## config.mk

```make
export PLATFORM = sky130hd
export DESIGN_NAME = scoped_symbol_table_unit
export DESIGN_NICKNAME = d
export VERILOG_FILES = /design/src/rtl/sst_pkg.sv /design/src/rtl/sst_ram.sv /design/src/rtl/sst_ctrl.sv /design/src/rtl/sst_dp.sv /design/src/rtl/scoped_symbol_table_unit.sv
export SDC_FILE = /design/constraint.sdc
export NUM_CORES = 2
export LEC_CHECK = 0
export BUFFER_PORTS_ARGS = -buffer_cell sky130_fd_sc_hd__buf_2
export CAP_MARGIN = 20
export CORE_ASPECT_RATIO = 0.6
export CORE_MARGIN = 2
export CORE_UTILIZATION = 50
export DETAILED_ROUTE_END_ITERATION = 10
export PLACE_DENSITY = 0.72
export SYNTH_ARGS = -nofsm -noshare
export SYNTH_HDL_FRONTEND = slang
export SYNTH_SLANG_ARGS = --single-unit
```

## constraint.sdc

```tcl
create_clock -name clk -period 17.9 [get_ports clk]
set_clock_uncertainty 0.15 [all_clocks]
set_input_delay 0.895 -clock clk [delete_from_list [all_inputs] [get_ports clk]]
set_output_delay 0.895 -clock clk [all_outputs]
set_load 0.01 [all_outputs]
```

## src/rtl/sst_pkg.sv

```systemverilog
// ----------------------------------------------------------------------------
// sst_pkg
// Shared types and constants for the scoped symbol table.
// ----------------------------------------------------------------------------
package sst_pkg;

	localparam int TABLE_DEPTH = 16;
	localparam int TABLE_AW    = $clog2(TABLE_DEPTH);
	localparam int TABLE_CW    = $clog2(TABLE_DEPTH + 1);

	typedef enum logic [1:0] {
		ACT_ADD    = 2'd0,
		ACT_LOOKUP = 2'd1,
		ACT_UPDATE = 2'd2,
		ACT_DELETE = 2'd3
	} action_t;

	typedef enum logic [2:0] {
		ST_OK        = 3'd0,
		ST_NOT_FOUND = 3'd1,
		ST_DUPLICATE = 3'd2,
		ST_FULL      = 3'd3,
		ST_BAD       = 3'd4
	} status_t;

	typedef enum logic [1:0] {
		S_IDLE,
		S_CHECK,
		S_SCAN,
		S_RESULT
	} state_t;

	typedef struct packed {
		logic [63:0] name;
		logic [7:0]  scope;
		logic [7:0]  value;
	} entry_t;

	typedef struct packed {
		logic capture;
		logic scan_init;
		logic scan_en;
		logic commit;
	} cmd_t;

	typedef struct packed {
		logic early_bad;
		logic scan_done;
	} sts_t;

endpackage

```

## src/rtl/sst_ram.sv

```systemverilog
// ----------------------------------------------------------------------------
// sst_ram
// Generic single-port-write, single-port-read RAM with registered read data.
// ----------------------------------------------------------------------------
module sst_ram #(
	parameter int WIDTH = 8,
	parameter int DEPTH = 16
) (
	input  logic                     clk,
	input  logic                     wr_en,
	input  logic [$clog2(DEPTH)-1:0] wr_addr,
	input  logic [WIDTH-1:0]         wr_data,
	input  logic                     rd_en,
	input  logic [$clog2(DEPTH)-1:0] rd_addr,
	output logic [WIDTH-1:0]         rd_data
);

	logic [WIDTH-1:0] mem_q [DEPTH];
	logic [WIDTH-1:0] rd_data_q;

	always_ff @(posedge clk) begin
		if (wr_en) begin
			mem_q[wr_addr] <= wr_data;
		end
		if (rd_en) begin
			rd_data_q <= mem_q[rd_addr];
		end
	end

	assign rd_data = rd_data_q;

endmodule

```

## src/rtl/sst_ctrl.sv

```systemverilog
// ----------------------------------------------------------------------------
// sst_ctrl
// Sequencer: capture request, pre-check, table scan, result hand-off.
// ----------------------------------------------------------------------------
module sst_ctrl (
	input  logic          clk,
	input  logic          arst_n,
	input  logic          req_valid,
	output logic          req_ready,
	output logic          rsp_valid,
	input  logic          rsp_ready,
	input  sst_pkg::sts_t sts,
	output sst_pkg::cmd_t cmd
);

	import sst_pkg::*;

	state_t state_q, state_d;
	logic   rsp_valid_q;
	logic   rsp_free;

	assign rsp_free = !rsp_valid_q || rsp_ready;

	always_comb begin
		state_d = state_q;
		case (state_q)
			S_IDLE: begin
				if (req_valid) state_d = S_CHECK;
			end
			S_CHECK: begin
				state_d = sts.early_bad ? S_RESULT : S_SCAN;
			end
			S_SCAN: begin
				if (sts.scan_done) state_d = S_RESULT;
			end
			S_RESULT: begin
				if (rsp_free) state_d = S_IDLE;
			end
			default: state_d = S_IDLE;
		endcase
	end

	always_comb begin
		cmd       = '0;
		req_ready = 1'b0;
		case (state_q)
			S_IDLE: begin
				req_ready   = 1'b1;
				cmd.capture = req_valid;
			end
			S_CHECK: begin
				cmd.scan_init = !sts.early_bad;
			end
			S_SCAN: begin
				cmd.scan_en = 1'b1;
			end
			S_RESULT: begin
				cmd.commit = rsp_free;
			end
			default: ;
		endcase
	end

	always_ff @(posedge clk or negedge arst_n) begin
		if (!arst_n) begin
			state_q     <= S_IDLE;
			rsp_valid_q <= 1'b0;
		end else begin
			state_q <= state_d;
			if (cmd.commit) begin
				rsp_valid_q <= 1'b1;
			end else if (rsp_ready) begin
				rsp_valid_q <= 1'b0;
			end
		end
	end

	assign rsp_valid = rsp_valid_q;

endmodule

```

## src/rtl/sst_dp.sv

```systemverilog
// ----------------------------------------------------------------------------
// sst_dp
// Datapath: request registers, entry RAM, scan/compare stage, live count and
// result word register.
// ----------------------------------------------------------------------------
module sst_dp (
	input  logic          clk,
	input  logic          arst_n,
	input  sst_pkg::cmd_t cmd,
	output sst_pkg::sts_t sts,
	input  logic [1:0]    action,
	input  logic [63:0]   name_key,
	input  logic [7:0]    scope_level,
	input  logic [7:0]    write_value,
	input  logic [3:0]    slot,
	output logic [2:0]    status,
	output logic [3:0]    hit_slot,
	output logic [7:0]    hit_value,
	output logic [7:0]    hit_scope,
	output logic [4:0]    entry_count
);

	import sst_pkg::*;

	// request word
	action_t     req_action_q;
	logic [63:0] req_key_q;
	logic [7:0]  req_scope_q;
	logic [7:0]  req_value_q;
	logic [3:0]  req_slot_q;

	logic [TABLE_CW-1:0] live_q;
	logic [TABLE_CW-1:0] rd_idx_q;
	logic [TABLE_CW-1:0] end_q;
	logic [TABLE_CW-1:0] cmp_idx_s1;
	logic                cmp_vld_s1;

	logic                dup_q;
	logic                found_q;
	logic [TABLE_CW-1:0] best_idx_q;
	logic [7:0]          best_val_q;
	logic [7:0]          best_scope_q;

	logic [2:0] status_q;
	logic [3:0] hit_slot_q;
	logic [7:0] hit_value_q;
	logic [7:0] hit_scope_q;
	logic [4:0] entry_count_q;

	logic                early_bad;
	logic [TABLE_CW-1:0] slot_cw;
	logic [TABLE_CW-1:0] prev_idx;
	logic [TABLE_CW-1:0] live_next;
	logic                rd_go;
	entry_t              rdata;
	logic                name_hit;
	logic                wr_en;
	logic [TABLE_AW-1:0] wr_addr;
	entry_t              wr_data;
	status_t             res_status;
	logic                res_ok;

	assign slot_cw  = TABLE_CW'(req_slot_q);
	assign prev_idx = cmp_idx_s1 - 1'b1;

	always_comb begin
		early_bad = 1'b0;
		case (req_action_q)
			ACT_ADD:    early_bad = (req_key_q == 64'd0);
			ACT_LOOKUP: early_bad = 1'b0;
			default:    early_bad = (int'(req_slot_q) >= int'(live_q));
		endcase
	end

	assign rd_go = cmd.scan_en && (rd_idx_q != end_q);

	assign sts.early_bad = early_bad;
	assign sts.scan_done = (rd_idx_q == end_q) && !cmp_vld_s1;

	assign name_hit = (rdata.name == req_key_q);

	always_comb begin
		if (early_bad) begin
			res_status = ST_BAD;
		end else begin
			case (req_action_q)
				ACT_ADD: begin
					if (dup_q) res_status = ST_DUPLICATE;
					else if (int'(live_q) == TABLE_DEPTH) res_status = ST_FULL;
					else res_status = ST_OK;
				end
				ACT_LOOKUP: res_status = found_q ? ST_OK : ST_NOT_FOUND;
				default:    res_status = ST_OK;
			endcase
		end
	end

	assign res_ok = (res_status == ST_OK);

	always_comb begin
		live_next = live_q;
		if (res_ok && req_action_q == ACT_ADD) live_next = live_q + 1'b1;
		if (res_ok && req_action_q == ACT_DELETE) live_next = live_q - 1'b1;
	end

	// one RAM write port: scan-time writes (update, delete shift) or add at commit
	always_comb begin
		wr_en   = 1'b0;
		wr_addr = live_q[TABLE_AW-1:0];
		wr_data = '{name: req_key_q, scope: req_scope_q, value: req_value_q};
		if (cmp_vld_s1 && req_action_q == ACT_UPDATE) begin
			wr_en   = 1'b1;
			wr_addr = slot_cw[TABLE_AW-1:0];
			wr_data = '{name: rdata.name, scope: rdata.scope, value: req_value_q};
		end else if (cmp_vld_s1 && req_action_q == ACT_DELETE && cmp_idx_s1 != slot_cw) begin
			wr_en   = 1'b1;
			wr_addr = prev_idx[TABLE_AW-1:0];
			wr_data = rdata;
		end else if (cmd.commit && res_ok && req_action_q == ACT_ADD) begin
			wr_en = 1'b1;
		end
	end

	sst_ram #(
		.WIDTH ($bits(entry_t)),
		.DEPTH (TABLE_DEPTH)
	) u_ram (
		.clk     (clk),
		.wr_en   (wr_en),
		.wr_addr (wr_addr),
		.wr_data (wr_data),
		.rd_en   (rd_go),
		.rd_addr (rd_idx_q[TABLE_AW-1:0]),
		.rd_data (rdata)
	);

	always_ff @(posedge clk) begin
		if (cmd.capture) begin
			req_action_q <= action_t'(action);
			req_key_q    <= name_key;
			req_scope_q  <= scope_level;
			req_value_q  <= write_value;
			req_slot_q   <= slot;
		end
		cmp_idx_s1 <= rd_idx_q;
		if (cmp_vld_s1) begin
			case (req_action_q)
				ACT_LOOKUP: begin
					if (name_hit && rdata.scope <= req_scope_q &&
					    (!found_q || rdata.scope > best_scope_q)) begin
						best_idx_q   <= cmp_idx_s1;
						best_val_q   <= rdata.value;
						best_scope_q <= rdata.scope;
					end
				end
				ACT_UPDATE: begin
					best_val_q   <= req_value_q;
					best_scope_q <= rdata.scope;
				end
				ACT_DELETE: begin
					if (cmp_idx_s1 == slot_cw) begin
						best_val_q   <= rdata.value;
						best_scope_q <= rdata.scope;
					end
				end
				default: ;
			endcase
		end
		if (cmd.commit) begin
			status_q      <= res_status;
			entry_count_q <= 5'(live_next);
			if (!res_ok) begin
				hit_slot_q  <= 4'd0;
				hit_value_q <= 8'd0;
				hit_scope_q <= 8'd0;
			end else if (req_action_q == ACT_ADD) begin
				hit_slot_q  <= 4'(live_q);
				hit_value_q <= req_value_q;
				hit_scope_q <= req_scope_q;
			end else if (req_action_q == ACT_LOOKUP) begin
				hit_slot_q  <= 4'(best_idx_q);
				hit_value_q <= best_val_q;
				hit_scope_q <= best_scope_q;
			end else begin
				hit_slot_q  <= req_slot_q;
				hit_value_q <= best_val_q;
				hit_scope_q <= best_scope_q;
			end
		end
	end

	always_ff @(posedge clk or negedge arst_n) begin
		if (!arst_n) begin
			live_q     <= '0;
			rd_idx_q   <= '0;
			end_q      <= '0;
			cmp_vld_s1 <= 1'b0;
			dup_q      <= 1'b0;
			found_q    <= 1'b0;
		end else begin
			cmp_vld_s1 <= rd_go;
			if (rd_go) rd_idx_q <= rd_idx_q + 1'b1;
			if (cmd.scan_init) begin
				dup_q   <= 1'b0;
				found_q <= 1'b0;
				case (req_action_q)
					ACT_ADD, ACT_LOOKUP: begin
						rd_idx_q <= '0;
						end_q    <= live_q;
					end
					ACT_UPDATE: begin
						rd_idx_q <= slot_cw;
						end_q    <= slot_cw + 1'b1;
					end
					default: begin
						rd_idx_q <= slot_cw;
						end_q    <= live_q;
					end
				endcase
			end
			if (cmp_vld_s1 && name_hit) begin
				if (req_action_q == ACT_ADD && rdata.scope == req_scope_q) dup_q <= 1'b1;
				if (req_action_q == ACT_LOOKUP && rdata.scope <= req_scope_q) found_q <= 1'b1;
			end
			if (cmd.commit) live_q <= live_next;
		end
	end

	assign status      = status_q;
	assign hit_slot    = hit_slot_q;
	assign hit_value   = hit_value_q;
	assign hit_scope   = hit_scope_q;
	assign entry_count = entry_count_q;

endmodule

```

## src/rtl/scoped_symbol_table_unit.sv

```systemverilog
// ----------------------------------------------------------------------------
// scoped_symbol_table_unit
// Table of named 8-bit variables tagged with scope levels: add, lookup,
// update and delete, one status word per request.
// ----------------------------------------------------------------------------
// Request channel (req_valid/req_ready) carries one word: action, name_key,
// scope_level, write_value, slot. Response channel (rsp_valid/rsp_ready)
// returns one word per request: status, hit_slot, hit_value, hit_scope,
// entry_count.
// Requests are handled one at a time. After acceptance there is a check
// state, then a scan that reads the entry RAM one entry per cycle (its single
// read port sets the pace), then a result state that holds until the output
// register is free. Add and lookup scan every live entry, update reads only
// its slot, and delete reads from its slot up while entries shift down as
// read. Requests rejected up front (empty name, bad slot) skip the scan.
// req_ready is high while the unit is idle, so the next request is taken
// while the previous response still waits in the output register. A stalled
// receiver holds the finished word; the next result waits until it is taken.
// Reset empties the table (live count zero); entry RAM contents are not
// cleared since only slots below the live count are ever read.
// ----------------------------------------------------------------------------
module scoped_symbol_table_unit (
	input  logic        clk,
	input  logic        arst_n,
	input  logic        req_valid,
	output logic        req_ready,
	input  logic [1:0]  action,
	input  logic [63:0] name_key,
	input  logic [7:0]  scope_level,
	input  logic [7:0]  write_value,
	input  logic [3:0]  slot,
	output logic        rsp_valid,
	input  logic        rsp_ready,
	output logic [2:0]  status,
	output logic [3:0]  hit_slot,
	output logic [7:0]  hit_value,
	output logic [7:0]  hit_scope,
	output logic [4:0]  entry_count
);

	import sst_pkg::*;

	cmd_t cmd;
	sts_t sts;

	sst_ctrl u_ctrl (
		.clk       (clk),
		.arst_n    (arst_n),
		.req_valid (req_valid),
		.req_ready (req_ready),
		.rsp_valid (rsp_valid),
		.rsp_ready (rsp_ready),
		.sts       (sts),
		.cmd       (cmd)
	);

	sst_dp u_dp (
		.clk         (clk),
		.arst_n      (arst_n),
		.cmd         (cmd),
		.sts         (sts),
		.action      (action),
		.name_key    (name_key),
		.scope_level (scope_level),
		.write_value (write_value),
		.slot        (slot),
		.status      (status),
		.hit_slot    (hit_slot),
		.hit_value   (hit_value),
		.hit_scope   (hit_scope),
		.entry_count (entry_count)
	);

`ifndef NO_ASSERTIONS
	a_error_zero: assert property (@(posedge clk) disable iff (!arst_n)
		rsp_valid && status != ST_OK |-> hit_slot == 4'd0 && hit_value == 8'd0 &&
		hit_scope == 8'd0)
		else $error("error response with nonzero hit fields");

	a_commit_ready: assert property (@(posedge clk) disable iff (!arst_n)
		cmd.commit |-> sts.scan_done || sts.early_bad)
		else $error("result committed before scan finished");

	a_one_at_a_time: assert property (@(posedge clk) disable iff (!arst_n)
		req_valid && req_ready |=> !req_ready)
		else $error("second request taken while one is in flight");

	a_status_range: assert property (@(posedge clk) disable iff (!arst_n)
		rsp_valid |-> status <= ST_BAD)
		else $error("status code out of range");
`endif

endmodule
```

==> impl_metrics.py <==
metrics = {
    "status": {
        "status": "finished clean",
    },
    "die": {
        "core_um2": 117000,
        "io_pins": 120,
        "dieArea_um2": 121000,
        "num_rows": 97,
        "die_x_um": 448,
        "initial_core_util_pct": 50.5,
        "die_y_um": 270,
    },
    "routing": {
        "drt_wl_total_um": 140000,
        "vias_per_cell": 6.26,
        "drt_first_pass_iters": 6,
        "postRouteAntennaNets": 0,
        "drt_iter0_markers": 3740,
        "wl_per_cell_um": 31.2,
        "remaining_drc_errors": 0,
        "vias": 28100,
    },
    "synth": {
        "yosys_warnings": 0,
        "synthArstFlopShare_pct": 1.38,
        "ys_types": 62,
        "synth.net_count": 2717,
        "syn_inst": 2597,
        "yosysSeqAreaShare_pct": 77.1,
        "avgSynthCellArea_um2": 22.7,
        "yosys_register_bits": 1520,
        "synth_flop_cell": "edfxtp_1",
        "synth_enable_flop_cells": 1494,
        "syn_area_um2": 59000,
    },
    "setup_path": {
        "cp_max_fo": 45,
        "required_ns": 18.12,
        "endpoint_kind": "flop",
        "cp_data_arrival_time_ns": 5.27,
        "start_kind": "flop",
        "critPathKind": "flop to flop",
    },
    "final_layout": {
        "regMostFlops": "u_dp.u_ram.mem_q",
        "area_growth_pct": 12.2,
        "largest_register_ffs": 1280,
        "mostFrequentLayoutCells": "edfxtp_1, mux4_2, clkbuf_16, buf_2, nand2_1",
        "final_common_cell": "edfxtp_1",
        "nNetsFinal": 2924,
        "design_area_um2": 66300,
        "drive_gt1_share_pct": 30.6,
    },
    "sta": {
        "grt_setup_unrepaired": "no",
        "slew_violations": 0,
        "finalCritPeriodShare_pct": 28.2,
        "relSlewSlack_pct": 25.2,
        "whs_ns": 0.151,
        "setup_ws_ns": 12.85,
        "max_freq_mhz": 198,
        "finalCriticalPeriod_ns": 5.05,
        "setup_violations": 0,
        "tns_ns": 0,
        "hold_viol": 0,
        "worst_pin_slew_ns": 1.12,
    },
    "power": {
        "vdd_drop_max_mv": 0.143,
        "power.density_nw_per_um2": 154,
        "p_leak_nw": 20.7,
        "p_total_mw": 10.2,
    },
    "global_routing": {
        "grt_max_degree": 165,
        "overflow": 0,
        "antenna_found_initial": 4,
        "grt_pass1_vias": 28700,
        "grtUsageTotal_pct": 23.5,
        "grt_pass1_wl_um": 203000,
    },
    "clock_tree": {
        "clk_latency_ns": 0.77,
        "cts_setup_buffers": 0,
        "root_buffer": "clkbuf_16",
        "numCtsBuffers": 138,
        "clk_pin_slew_ns": 0.06,
        "cts_tree": "built",
        "cts.sinks": 1520,
        "htree_num_levels": 4,
        "clk_path_buf_depth": 3,
    },
    "min_path": {
        "hold_class": "input pin to flop",
    },
    "placed_design": {
        "place_ws_ns": 12.80,
        "hpwl_um": 77700,
        "io_buffer_count": 119,
        "gp_congestion": 0.809,
        "placed_cell_area_um2": 61700,
    },
    "job": {
        "cap_violations": 0,
    },
}
path summary, 6_finish.rpt:
check / startpoint / to / slack (ns) / cells past startpoint
min reg2reg: u_dp.rd_idx_q[4] / u_dp.cmp_idx_s1[4] / 0.29 / 0
min in group asynchronous: arst_n / u_ctrl.rsp_valid / 0.51 / 2
max reg2reg: u_dp.req_key_q[58] / u_dp.u_ram.mem_q[2][74] / 12.85 / 8
min: write_value[1] / u_dp.req_value_q[1] / 0.15 / 1
max in group asynchronous: arst_n / u_dp.rd_idx_q[1] / 16.67 / 2
max: u_dp.req_key_q[58] / u_dp.u_ram.mem_q[2][74] / 12.85 / 8
through the flow:
stage                     util (%)  cells
after CTS                     56.6   4489
after global placement        52.8   4237
after global routing          56.7   4497
after floorplan                  -   2597
after detailed placement      52.8   4240
final                         56.7   4498
area by class of cell:
cell class | count | area (µm²)
repair buffers | 187 | 1200
flip-flops and latches | 1520 | 45500
inverters | 31 | 116
clock inverters | 71 | 614
clock buffers | 177 | 3800
diodes | 2 | 5.00
fillers | 8252 | 50600
well taps | 1584 | 1980
multi-input cells | 926 | 13000
critical path, cell delays in order (launching register included):
cell      delay, ns
edfxtp_1       0.47
nor4_1         0.93
nand4_1        0.24
nor4_2         0.70
a21oi_1        0.32
o211ai_1       0.78
nor2_4         0.04
buf_4          0.39
buf_4          0.53
cell usage after synthesis (2+ instances only):
cell | number | area share, %
edfxtp_1 | 1494 | 76
clkbuf_1 | 49 | 0.31
a21o_1 | 4 | 0.051
a21oi_1 | 33 | 0.28
o21ai_1 | 2 | 0.017
mux2i_1 | 9 | 0.15
xor2_1 | 27 | 0.40
nor3_2 | 4 | 0.068
o31ai_1 | 3 | 0.038
nor4_1 | 22 | 0.23
and2_1 | 6 | 0.064
nand2_1 | 88 | 0.56
a31oi_1 | 2 | 0.021
xnor2_1 | 62 | 0.92
o21ai_0 | 21 | 0.18
mux2_2 | 78 | 1.5
a2bb2oi_1 | 2 | 0.030
dfrtp_1 | 21 | 0.89
nor2_1 | 31 | 0.20
o211ai_1 | 4 | 0.051
and3_1 | 5 | 0.053
or3_1 | 6 | 0.064
buf_1 | 15 | 0.095
and4_1 | 2 | 0.030
mux4_2 | 400 | 15
nand3_1 | 21 | 0.18
nor3_1 | 7 | 0.059
inv_1 | 30 | 0.19
buf_2 | 54 | 0.46
dfxtp_1 | 5 | 0.17
nand4_1 | 21 | 0.22
nand3b_1 | 2 | 0.025
o221a_2 | 2 | 0.038
nand2b_1 | 3 | 0.032
a211oi_1 | 2 | 0.025
nor2b_1 | 3 | 0.032
o221ai_2 | 3 | 0.076
ha_1 | 30 | 0.64
where the power goes:
| group | internal (mW) | total, mW | switching [mW] |
|---|---|---|---|
| Combinational | 1.11 | 2.47 | 1.36 |
| Clock | 1.65 | 2.92 | 1.27 |
| Sequential | 4.51 | 4.78 | 0.270 |
routing by layer:
metal	GRT usage, %	vias to the layer above	wire length, µm
met4	7.22	4	3500
met3	7.66	214	16500
met5	0	-	91
met1	34.8	15000	57800
met2	33.5	1626	62300
li1	-	11300	-
what timing repair did:
item | 4_1_cts | 5_1_grt
endpoints found under the hold margin | 21 | 0
hold buffers | 1 | 0
resized for setup | 0 | 0
cells by family after synthesis:
family	after synthesis	share of synthesized area, %
AO/OA/AOI/OAI	92	1.07
XOR/XNOR	89	1.32
adder cells (fa/ha/maj)	30	0.636
buffers and inverters	151	1.09
flip-flops	1520	77.1
multiplexers	487	16.9
AND/OR/NAND/NOR	228	1.92
(Power assumes the default switching activity.)
